[src/sv/pcir_pkg.sv]
`default_nettype none
package pcir_pkg;

	localparam int FIELD_W        = 16;
	localparam int COUNT_W        = 16;
	localparam int VALUE_BITS_DEF = 16;

	localparam logic [COUNT_W-1:0] COUNT_MAX = {COUNT_W{1'b1}};

	// Status that the remainder unit returns to the sequencer.
	typedef struct packed {
		logic done;
		logic zero;
	} rem_stat_t;

endpackage
`default_nettype wire

[src/sv/pcir_if.sv]
`default_nettype none
interface pcir_req_if import pcir_pkg::*; ();
	logic               valid;
	logic               ready;
	logic [FIELD_W-1:0] range_start;
	logic [FIELD_W-1:0] range_end;

	modport source (output valid, output range_start, output range_end, input ready);
	modport sink   (input valid, input range_start, input range_end, output ready);
endinterface

interface pcir_rsp_if import pcir_pkg::*; ();
	logic               valid;
	logic               ready;
	logic [COUNT_W-1:0] prime_count;

	modport source (output valid, output prime_count, input ready);
	modport sink   (input valid, input prime_count, output ready);
endinterface
`default_nettype wire

[src/sv/pcir_rem_unit.sv]
`default_nettype none
module pcir_rem_unit import pcir_pkg::*; #(
	parameter int VALUE_BITS = VALUE_BITS_DEF
) (
	input  wire logic                  clk,
	input  wire logic                  arst_n,
	input  wire logic                  start,
	input  wire logic [VALUE_BITS-1:0] dividend,
	input  wire logic [VALUE_BITS-1:0] divisor,
	output rem_stat_t                  stat
);

	localparam int CNT_W = $clog2(VALUE_BITS + 1);

	logic                  busy_q;
	logic                  done_q;
	logic [CNT_W-1:0]      cnt_q;
	logic [VALUE_BITS-1:0] shift_q;
	logic [VALUE_BITS-1:0] rem_q;
	logic [VALUE_BITS-1:0] div_q;
	logic [VALUE_BITS:0]   trial;
	logic [VALUE_BITS:0]   diff;

	// One restoring step: bring down the next dividend bit, subtract if it fits.
	assign trial = {rem_q, shift_q[VALUE_BITS-1]};
	assign diff  = trial - {1'b0, div_q};

	always_ff @(posedge clk or negedge arst_n) begin
		if (!arst_n) begin
			busy_q <= 1'b0;
			done_q <= 1'b0;
			cnt_q  <= '0;
		end else begin
			done_q <= 1'b0;
			if (start) begin
				busy_q <= 1'b1;
				cnt_q  <= CNT_W'(VALUE_BITS);
			end else if (busy_q) begin
				cnt_q <= cnt_q - 1'b1;
				if (cnt_q == CNT_W'(1)) begin
					busy_q <= 1'b0;
					done_q <= 1'b1;
				end
			end
		end
	end

	always_ff @(posedge clk) begin
		if (start) begin
			shift_q <= dividend;
			div_q   <= divisor;
			rem_q   <= '0;
		end else if (busy_q) begin
			shift_q <= {shift_q[VALUE_BITS-2:0], 1'b0};
			if (trial >= {1'b0, div_q}) begin
				rem_q <= diff[VALUE_BITS-1:0];
			end else begin
				rem_q <= trial[VALUE_BITS-1:0];
			end
		end
	end

	assign stat.done = done_q;
	assign stat.zero = (rem_q == '0);

endmodule
`default_nettype wire

[src/sv/prime_count_in_range_core.sv]
// Counts the primes in the half-open range [range_start, range_end).
// The request channel (req) carries one word with both bounds; the response
// channel (rsp) returns one word with prime_count for every request.
// Both bounds are cut or zero-extended to VALUE_BITS bits before use.
// Every odd candidate from 5 up is tested by trial division with odd divisors
// up to its square root. A single bit-serial remainder unit does all the
// division; each divisor takes a square compare in ST_SQ, which also starts
// the remainder unit, and a wait in ST_DIV for its result. Candidates below 4
// and even candidates are settled in ST_NEXT without any division. For an empty
// range the sequencer goes from ST_NEXT straight to ST_FINISH, which raises
// rsp.valid once the output register is free.
// req.ready is high only while no range is being worked on. The finished
// count sits in an output register, so the next request is taken while the
// receiver still stalls the previous response; a second count waits in the
// final state until that register is free.
// Reset clears the sequencer and drops rsp.valid; no count is kept across it.
`default_nettype none
module prime_count_in_range_core import pcir_pkg::*; #(
	parameter int VALUE_BITS = VALUE_BITS_DEF
) (
	input  wire logic   clk,
	input  wire logic   arst_n,
	pcir_req_if.sink    req,
	pcir_rsp_if.source  rsp
);

	localparam int SQ_W = VALUE_BITS + 2;

	typedef enum logic [4:0] {
		ST_IDLE   = 5'b00001,
		ST_NEXT   = 5'b00010,
		ST_SQ     = 5'b00100,
		ST_DIV    = 5'b01000,
		ST_FINISH = 5'b10000
	} state_t;

	state_t                state_q;
	logic [VALUE_BITS-1:0] v_q;
	logic [VALUE_BITS-1:0] hi_q;
	logic [VALUE_BITS-1:0] d_q;
	logic [SQ_W-1:0]       sq_q;
	logic [COUNT_W-1:0]    count_q;
	logic                  out_valid_q;
	logic [COUNT_W-1:0]    out_count_q;
	logic                  rem_start;
	rem_stat_t             rem_stat;
	logic                  out_free;
	logic [COUNT_W-1:0]    count_inc;

	assign req.ready       = (state_q == ST_IDLE);
	assign rsp.valid       = out_valid_q;
	assign rsp.prime_count = out_count_q;

	assign out_free  = !out_valid_q || rsp.ready;
	assign count_inc = (count_q == COUNT_MAX) ? count_q : count_q + 1'b1;
	assign rem_start = (state_q == ST_SQ) && !(sq_q > {2'b00, v_q});

	pcir_rem_unit #(
		.VALUE_BITS (VALUE_BITS)
	) u_rem (
		.clk      (clk),
		.arst_n   (arst_n),
		.start    (rem_start),
		.dividend (v_q),
		.divisor  (d_q),
		.stat     (rem_stat)
	);

	always_ff @(posedge clk or negedge arst_n) begin
		if (!arst_n) begin
			state_q     <= ST_IDLE;
			out_valid_q <= 1'b0;
		end else begin
			if (state_q == ST_FINISH && out_free) begin
				out_valid_q <= 1'b1;
			end else if (rsp.ready) begin
				out_valid_q <= 1'b0;
			end
			case (state_q)
				ST_IDLE: begin
					if (req.valid) begin
						state_q <= ST_NEXT;
					end
				end
				ST_NEXT: begin
					if (v_q >= hi_q) begin
						state_q <= ST_FINISH;
					end else if (v_q >= VALUE_BITS'(4) && v_q[0]) begin
						state_q <= ST_SQ;
					end
				end
				ST_SQ: begin
					if (sq_q > {2'b00, v_q}) begin
						state_q <= ST_NEXT;
					end else begin
						state_q <= ST_DIV;
					end
				end
				ST_DIV: begin
					if (rem_stat.done) begin
						state_q <= rem_stat.zero ? ST_NEXT : ST_SQ;
					end
				end
				ST_FINISH: begin
					if (out_free) begin
						state_q <= ST_IDLE;
					end
				end
				default: begin
					state_q <= ST_IDLE;
				end
			endcase
		end
	end

	always_ff @(posedge clk) begin
		case (state_q)
			ST_IDLE: begin
				v_q     <= VALUE_BITS'(req.range_start);
				hi_q    <= VALUE_BITS'(req.range_end);
				count_q <= '0;
			end
			ST_NEXT: begin
				if (v_q < hi_q) begin
					if (v_q >= VALUE_BITS'(4) && v_q[0]) begin
						d_q  <= VALUE_BITS'(3);
						sq_q <= SQ_W'(9);
					end else begin
						// Small values and even values are settled at once.
						if (v_q == VALUE_BITS'(2) || v_q == VALUE_BITS'(3)) begin
							count_q <= count_inc;
						end
						v_q <= v_q + 1'b1;
					end
				end
			end
			ST_SQ: begin
				if (sq_q > {2'b00, v_q}) begin
					// No divisor up to the square root: the candidate is prime.
					count_q <= count_inc;
					v_q     <= v_q + 1'b1;
				end
			end
			ST_DIV: begin
				if (rem_stat.done) begin
					if (rem_stat.zero) begin
						v_q <= v_q + 1'b1;
					end else begin
						// (d + 2)^2 = d^2 + 4d + 4
						sq_q <= sq_q + {d_q, 2'b00} + SQ_W'(4);
						d_q  <= d_q + VALUE_BITS'(2);
					end
				end
			end
			ST_FINISH: begin
				if (out_free) begin
					out_count_q <= count_q;
				end
			end
			default: begin
			end
		endcase
	end

endmodule
`default_nettype wire

[src/flat_wrapper.sv]
// flat-port wrapper written by rule: the top's interface ports become plain ports
module prime_count_in_range_core_flat import pcir_pkg::*;
#(
	parameter int VALUE_BITS = VALUE_BITS_DEF
)
  (clk, arst_n, req_valid, req_range_start, req_range_end, req_ready, rsp_valid, rsp_prime_count, rsp_ready);
  pcir_req_if req_i ();
  pcir_rsp_if rsp_i ();
  input  wire logic clk;
  input  wire logic arst_n;
  input wire logic [$bits(req_i.valid)-1:0] req_valid;
  input wire logic [$bits(req_i.range_start)-1:0] req_range_start;
  input wire logic [$bits(req_i.range_end)-1:0] req_range_end;
  output wire logic [$bits(req_i.ready)-1:0] req_ready;
  output wire logic [$bits(rsp_i.valid)-1:0] rsp_valid;
  output wire logic [$bits(rsp_i.prime_count)-1:0] rsp_prime_count;
  input wire logic [$bits(rsp_i.ready)-1:0] rsp_ready;
  assign req_i.valid = req_valid;
  assign req_i.range_start = req_range_start;
  assign req_i.range_end = req_range_end;
  assign req_ready = req_i.ready;
  assign rsp_valid = rsp_i.valid;
  assign rsp_prime_count = rsp_i.prime_count;
  assign rsp_i.ready = rsp_ready;
  prime_count_in_range_core #(.VALUE_BITS(VALUE_BITS)) u_core (.clk(clk), .arst_n(arst_n), .req(req_i), .rsp(rsp_i));
endmodule
[config.mk]
export PLATFORM = sky130hd
export DESIGN_NAME = prime_count_in_range_core_flat
export DESIGN_NICKNAME = d
export VERILOG_FILES = /design/src/sv/pcir_pkg.sv /design/src/sv/pcir_if.sv /design/src/sv/pcir_rem_unit.sv /design/src/sv/prime_count_in_range_core.sv /design/src/flat_wrapper.sv
export SDC_FILE = /design/constraint.sdc
export NUM_CORES = 1
export LEC_CHECK = 0
export ABC_AREA = 1
export BUFFER_PORTS_ARGS = -buffer_cell sky130_fd_sc_hd__buf_2
export CAP_MARGIN = 20
export CORE_ASPECT_RATIO = 1.25
export CORE_UTILIZATION = 59
export CTS_BUF_LIST = sky130_fd_sc_hd__clkbuf_16
export DETAILED_ROUTE_END_ITERATION = 8
export GPL_ROUTABILITY_DRIVEN = 1
export PLACE_DENSITY = 0.77
export SETUP_SLACK_MARGIN = 0.05
export SKIP_CTS_REPAIR_TIMING = 1
export SLEW_MARGIN = 5
export SYNTH_ARGS = -nofsm -noshare
export SYNTH_HDL_FRONTEND = slang
export SYNTH_HIERARCHICAL = 1
export SYNTH_SLANG_ARGS = --single-unit
[constraint.sdc]
create_clock -name clk -period 4.5 [get_ports clk]
set_clock_uncertainty 0.15 [all_clocks]
set_input_delay 0 -clock clk [delete_from_list [all_inputs] [get_ports clk]]
set_output_delay 0 -clock clk [all_outputs]
set_load 0.03 [all_outputs]
-- Yosys cells after proc, flatten, opt, wreduce, memory -nomap -nowiden
Index checks and enable logic that the tools add are counted.
- multiplexer cells: 43
- order comparisons: 5
- $add $sub $neg: 7
- eq/ne operators: 20
- reductions and logical operators: 18
- operator list (kind ; count):
    $mux 16 ; 17
    $mux 18 ; 4
    $pmux 16 s4 ; 1
    $pmux 16 s3 ; 1
    $pmux 18 s2 ; 1
    $mux 5 ; 7
    $add 16x1->16 const B ; 2
    $eq 16x2->1 const B ; 2
    $pmux 16 s2 ; 1
    $pmux 5 s5 ; 1
    $add 18x18->18 ; 1
    $add 18x3->18 const B ; 1
    $gt 18x16->1 ; 1
    $ge 17x16->1 ; 1
    $add 16x2->16 const B ; 1
    $eq 16x16->1 const B ; 1
    $ge 16x16->1 ; 1
    $ge 16x3->1 const B ; 1
    $logic_not 16->1 ; 1
    $lt 16x16->1 ; 1
    $sub 16x16->16 ; 1
    $eq 5x1->1 const B ; 2
    $ne 2x1->1 const B ; 5
    $ne 2x2->1 const B ; 5
    other kinds (19) ; 33
- word-level logic and storage cells: 107
- register bits: 159
- input port bits: 36
- output and inout port bits: 18

-- Depth between registers and ports, before layout
- depth in word-level cells: 6
- depth in mapped cells: 17
- depth with buffers taken out: 16

-- Cells and area by module
The synthesis kept the hierarchy.
- by module, submodules not included (module ; cells each ; seq. area each (µm²) ; area each (µm²) ; instances):
    prime_count_in_range_core ; 704 ; 2974.1 ; 6363.6 ; 1
    pcir_rem_unit ; 434 ; 1456.4 ; 3345.7 ; 1

-- Least setup slack after synthesis
OpenSTA, ideal clock, no wires.
- path type: register to register
- start: reg u_core.v_q[9]
- end: reg u_core.u_rem.shift_q[0], enable pin
- buffers on the path: 2
- cell stages (with the launch flop): 13
- data required time: 3.963 ns
- path slack: 0.549 ns
- setup time: 0.387 ns
- arrival time: 3.414 ns
- clock period less this slack: 3.951 ns
- cell sequence: edfxtp_1 buf_2 inv_1 ha_1 a21o_1 nor2_1 nand2_1 nand2_1 nand2_1 a21oi_1 nor2_1 inv_1 clkbuf_1
- cells in the longest elaborated chain, start to end: 4
- ends and longest elaborated chain (what ; RTL line ; text):
    from (decl) ; prime_count_in_range_core.sv:38 ; logic [VALUE_BITS-1:0] v_q;
    from (signal assigned) ; prime_count_in_range_core.sv:119 ; v_q <= VALUE_BITS'(req.range_start);
    from (signal assigned) ; prime_count_in_range_core.sv:133 ; v_q <= v_q + 1'b1;
    from (signal assigned) ; prime_count_in_range_core.sv:141 ; v_q <= v_q + 1'b1;
    $gt 18x16->1 ; prime_count_in_range_core.sv:56 ; assign rem_start = (state_q == ST_SQ) && !(sq_q > {2'b00, v_q});
    $logic_not 1->1 ; prime_count_in_range_core.sv:56 ;
    $logic_and 1x1->1 ; prime_count_in_range_core.sv:56 ;
    net u_core.rem_start ; prime_count_in_range_core.sv:45 ; logic rem_start;
    $reduce_bool 2->1 (no line) ; -- ;
    to (signal assigned) ; pcir_rem_unit.sv:50 ; shift_q <= dividend;
    to (signal assigned) ; pcir_rem_unit.sv:54 ; shift_q <= {shift_q[VALUE_BITS-2:0], 1'b0};
    to (decl) ; pcir_rem_unit.sv:18 ; logic [VALUE_BITS-1:0] shift_q;
The timed path passes the listed nets, and every way through them passes these cells.
A chain may end at the register's enable or synchronous reset.

-- Final worst setup path
- start: reg u_core.v_q[9]
- end: reg u_core.u_rem.rem_q[4]
- cells in the longest elaborated chain, start to end: 3
- ends and longest elaborated chain (what ; RTL line ; text):
    $gt 18x16->1 ; prime_count_in_range_core.sv:56 ;
    $logic_not 1->1 ; prime_count_in_range_core.sv:56 ;
    $logic_and 1x1->1 ; prime_count_in_range_core.sv:56 ;
    net u_core.rem_start ; prime_count_in_range_core.sv:45 ;
    to (signal assigned) ; pcir_rem_unit.sv:56 ; rem_q <= diff[VALUE_BITS-1:0];
    to (signal assigned) ; pcir_rem_unit.sv:58 ; rem_q <= trial[VALUE_BITS-1:0];
    to (decl) ; pcir_rem_unit.sv:19 ; logic [VALUE_BITS-1:0] rem_q;
The timed path passes the listed nets, and every way through them passes these cells.

==> impl_metrics.tcl <==
set metrics [dict create \
    ys_async_sr_fraction 0.0839 \
    cpMostUsedCell "nor2_1" \
    ir_drop_uv 375 \
    final-setup-viol-count 0 \
    postRouteAntennaNets 0 \
    slowest_delay_ns 0.53 \
    final.period_utilization 0.744 \
    hold_path.class "primary input to flip-flop" \
    slew_headroom 0.489 \
    drc_errors 0 \
    required_ns 4.70 \
    hold_ws_ns 0.136 \
    antenna_found_initial 0 \
    place_congestion 0.912 \
    numCtsBuffers 17 \
    setup-tns-final_ns 0 \
    yosys_warnings 6 \
    p_leak_nw 5.13 \
    ys_ff_latch 155 \
    layout_commonest_cell "nand2_1" \
    clk_pin_slew_worst_paths_ns 0.07 \
    start_kind "flip-flop" \
    timing.rr.start "u_core/v_q[9]" \
    dp_cells 1399 \
    die_w_um 117 \
    post_drt_wl_per_cell_um 15.7 \
    critPathKind "flip-flop to flip-flop" \
    dp_hpwl_um 16500 \
    cts-root-buf "clkbuf_16" \
    cts.sinks 155 \
    holdPathEnd "u_core/hi_q[8]" \
    max_freq_mhz 299 \
    crit_buf_inv 3 \
    status "complete, no violations" \
    n_antenna_cell 0 \
    timing.rr.end "u_core/u_rem/rem_q[4]" \
    cts.htree.levels 4 \
    grt_pass1_wl_um 35600 \
    grt_max_degree 39 \
    min-delay-start "req_range_end[8]" \
    grt_pass1_vias 7607 \
    rows 52 \
    initial_core_util 0.602 \
    power_density_mw_per_mm2 642 \
    timing.final.crit_period_ns 3.35 \
    dr.pass1.iters 6 \
    routed_wl_um 23000 \
    rsz0062_at_grt "false" \
    yosys.cell_types.count 53 \
    die_h_um 145 \
    finalNonFillerCells 1468 \
    synth-edff-count 126 \
    die_area_sq_mm 0.0170 \
    area_growth_pct 15.0 \
    cap_violations 0 \
    cts_tree "built" \
    fin_nets 1357 \
    hold_violations 0 \
    post_dp_cell_area_sq_mm 0.0102 \
    synth_nets 1256 \
    crit_chain "inv_1 -> ha_1 -> nand2_1 -> nor2_1 -> nand2_1 -> nor2_1 -> nor2_1 -> nand2_1 -> a21oi_4 -> nor2_1 -> inv_1 -> buf_4 -> o21ai_0" \
    critPathSlowestCell "edfxtp_1" \
    mostFrequentLayoutCells "nand2_1, inv_1, edfxtp_1" \
    synthesis.area_sq_mm 0.00971 \
    drive_above_1_share 0.117 \
    crit_path_end_kind "flip-flop" \
    reg2reg_depth 13 \
    synth-main-ff-cell "edfxtp_1" \
    overflow 0 \
    avgSynthCellArea_sq_um 8.53 \
    syn_inst 1138 \
    min_delay_path_depth 2 \
    worstMarginPinSlew_ns 0.765 \
    portBuffers 53 \
    post-route-util 0.692 \
    core-area_sq_mm 0.0161 \
    clk_latency_ns 0.43 \
    io-pin-count 54 \
    ff2ff_setup_slack_ns 1.15 \
    crit_fanout 22 \
    yosysSeqAreaShare 0.456 \
    route.vias.total 8132 \
    avgViaCountPerCell 5.54 \
    stdcell_area_sq_mm 0.0112 \
    path_delay_family "simple AND/OR/NAND/NOR gates" \
    maxSlewViolCount 0 \
    drt_iter0_drc 781 \
    clockBufferDepth 2 \
    critPathArrivalTime_ns 3.55 \
    grt_use_total 0.272 \
]
-- kinds of logic (layout without fill, tap and decap cells) --
| logic type | count (synthesis) | after routing | synth area share |
|---|---|---|---|
| compound gates | 152 | 152 | 0.0851 |
| buf+inv | 190 | 304 | 0.0787 |
| mux | 1 | 1 | 0.00116 |
| other cells | 1 | 1 | 0.000386 |
| xor+xnor | 19 | 19 | 0.0171 |
| simple gates | 538 | 538 | 0.254 |
| fa+ha+maj | 82 | 82 | 0.107 |
| flops | 155 | 155 | 0.456 |
-- cells in the mapped netlist, types with 2 or more instances --
cell type	n	area share
o21ai_0	41	0.021
clkbuf_1	5	0.0019
dfxtp_1	16	0.033
a31oi_1	7	0.0045
xor2_1	11	0.0099
o211ai_1	2	0.0015
nand2_2	8	0.0052
o21bai_1	8	0.0062
or2_2	4	0.0026
ha_1	80	0.10
nor3b_1	3	0.0023
nand2_4	3	0.0035
o21a_1	2	0.0015
nor3_2	3	0.0031
a21o_1	5	0.0039
nand4_1	23	0.015
nor2_2	9	0.0058
buf_6	4	0.0046
o21ai_2	2	0.0018
fa_1	2	0.0041
o21ai_1	8	0.0041
nor2_4	3	0.0035
a21oi_1	74	0.038
nand3_2	8	0.0082
nor4_1	3	0.0019
nor3_1	15	0.0077
nand3_1	80	0.041
nand3b_1	2	0.0015
dfrtp_1	12	0.031
nor2_1	89	0.034
edfxtp_1	126	0.39
inv_2	6	0.0023
buf_2	5	0.0026
xnor2_1	8	0.0072
inv_1	167	0.065
nand2_1	277	0.11
-- state kept, by name, summed over array words and instances, names as in the netlist --
register / flops
u_core/count_q: 16
u_core/d_q: 15
u_core/hi_q: 16
u_core/rsp.prime_count: 16
u_core/rsp.valid: 1
u_core/sq_q: 15
u_core/state_q: 5
u_core/u_rem/busy_q: 1
u_core/u_rem/cnt_q: 5
u_core/u_rem/div_q: 16
u_core/u_rem/done_q: 1
u_core/u_rem/rem_q: 16
u_core/u_rem/shift_q: 16
u_core/v_q: 16
-- metal layers --
metal	track usage	vias up	wire length, um
li1	-	4001	-
met1	0.338	3756	9400
met2	0.465	312	11700
met3	0.0429	63	1170
met4	0.109	0	724
met5	0	-	0
-- worst register-to-register path, cell delays in order (launching register included) --
cell and delay, ns:
edfxtp_1 0.53, inv_1 0.12, ha_1 0.32, nand2_1 0.08, nor2_1 0.19, nand2_1 0.09, nor2_1 0.11, nor2_1 0.06
nand2_1 0.12, a21oi_4 0.07, nor2_1 0.46, inv_1 0.53, buf_4 0.32, o21ai_0 0.13
-- final cells by class --
type                    count  area, sq um
clock inverters            15          154
inverters                 174          653
clock buffers              17          425
well taps                 216          270
repair buffers             98          696
fillers                  1252         4970
multi-input cells         793         4540
flip-flops and latches    155         4430
-- metrics by stage --
step	total power (W)	worst slack, ns
after floorplan	0.00486	0.549
after global placement	0.00558	1.28
after detailed placement	0.00568	1.23
after CTS	0.00711	1.17
after global routing	0.00769	0.929
final	0.00717	1.15
-- worst max path at each step --
| stage | start | to | slack, ns | depth (start not counted) |
|---|---|---|---|---|
| after floorplan | u_core/v_q[9] | u_core/u_rem/shift_q[0] | 0.55 | 12 |
| after global routing | u_core/v_q[9] | u_core/u_rem/rem_q[4] | 0.93 | 13 |
| after global placement | u_core/v_q[9] | u_core/u_rem/rem_q[4] | 1.28 | 13 |
| final | u_core/v_q[9] | u_core/u_rem/rem_q[4] | 1.15 | 13 |
| after detailed placement | u_core/v_q[9] | u_core/u_rem/rem_q[4] | 1.23 | 13 |
| after CTS | u_core/v_q[9] | u_core/u_rem/rem_q[4] | 1.17 | 13 |
-- where the power goes --
group          leakage [nW]  internal [W]  switching (W)  total [W]
Sequential             1.48       0.00222       0.000450    0.00267
Combinational          3.37       0.00105        0.00204    0.00310
Clock                 0.287      0.000784       0.000623    0.00141
Total                  5.13       0.00406        0.00312    0.00717
No activity file was read; power rests on OpenSTA's default activity.
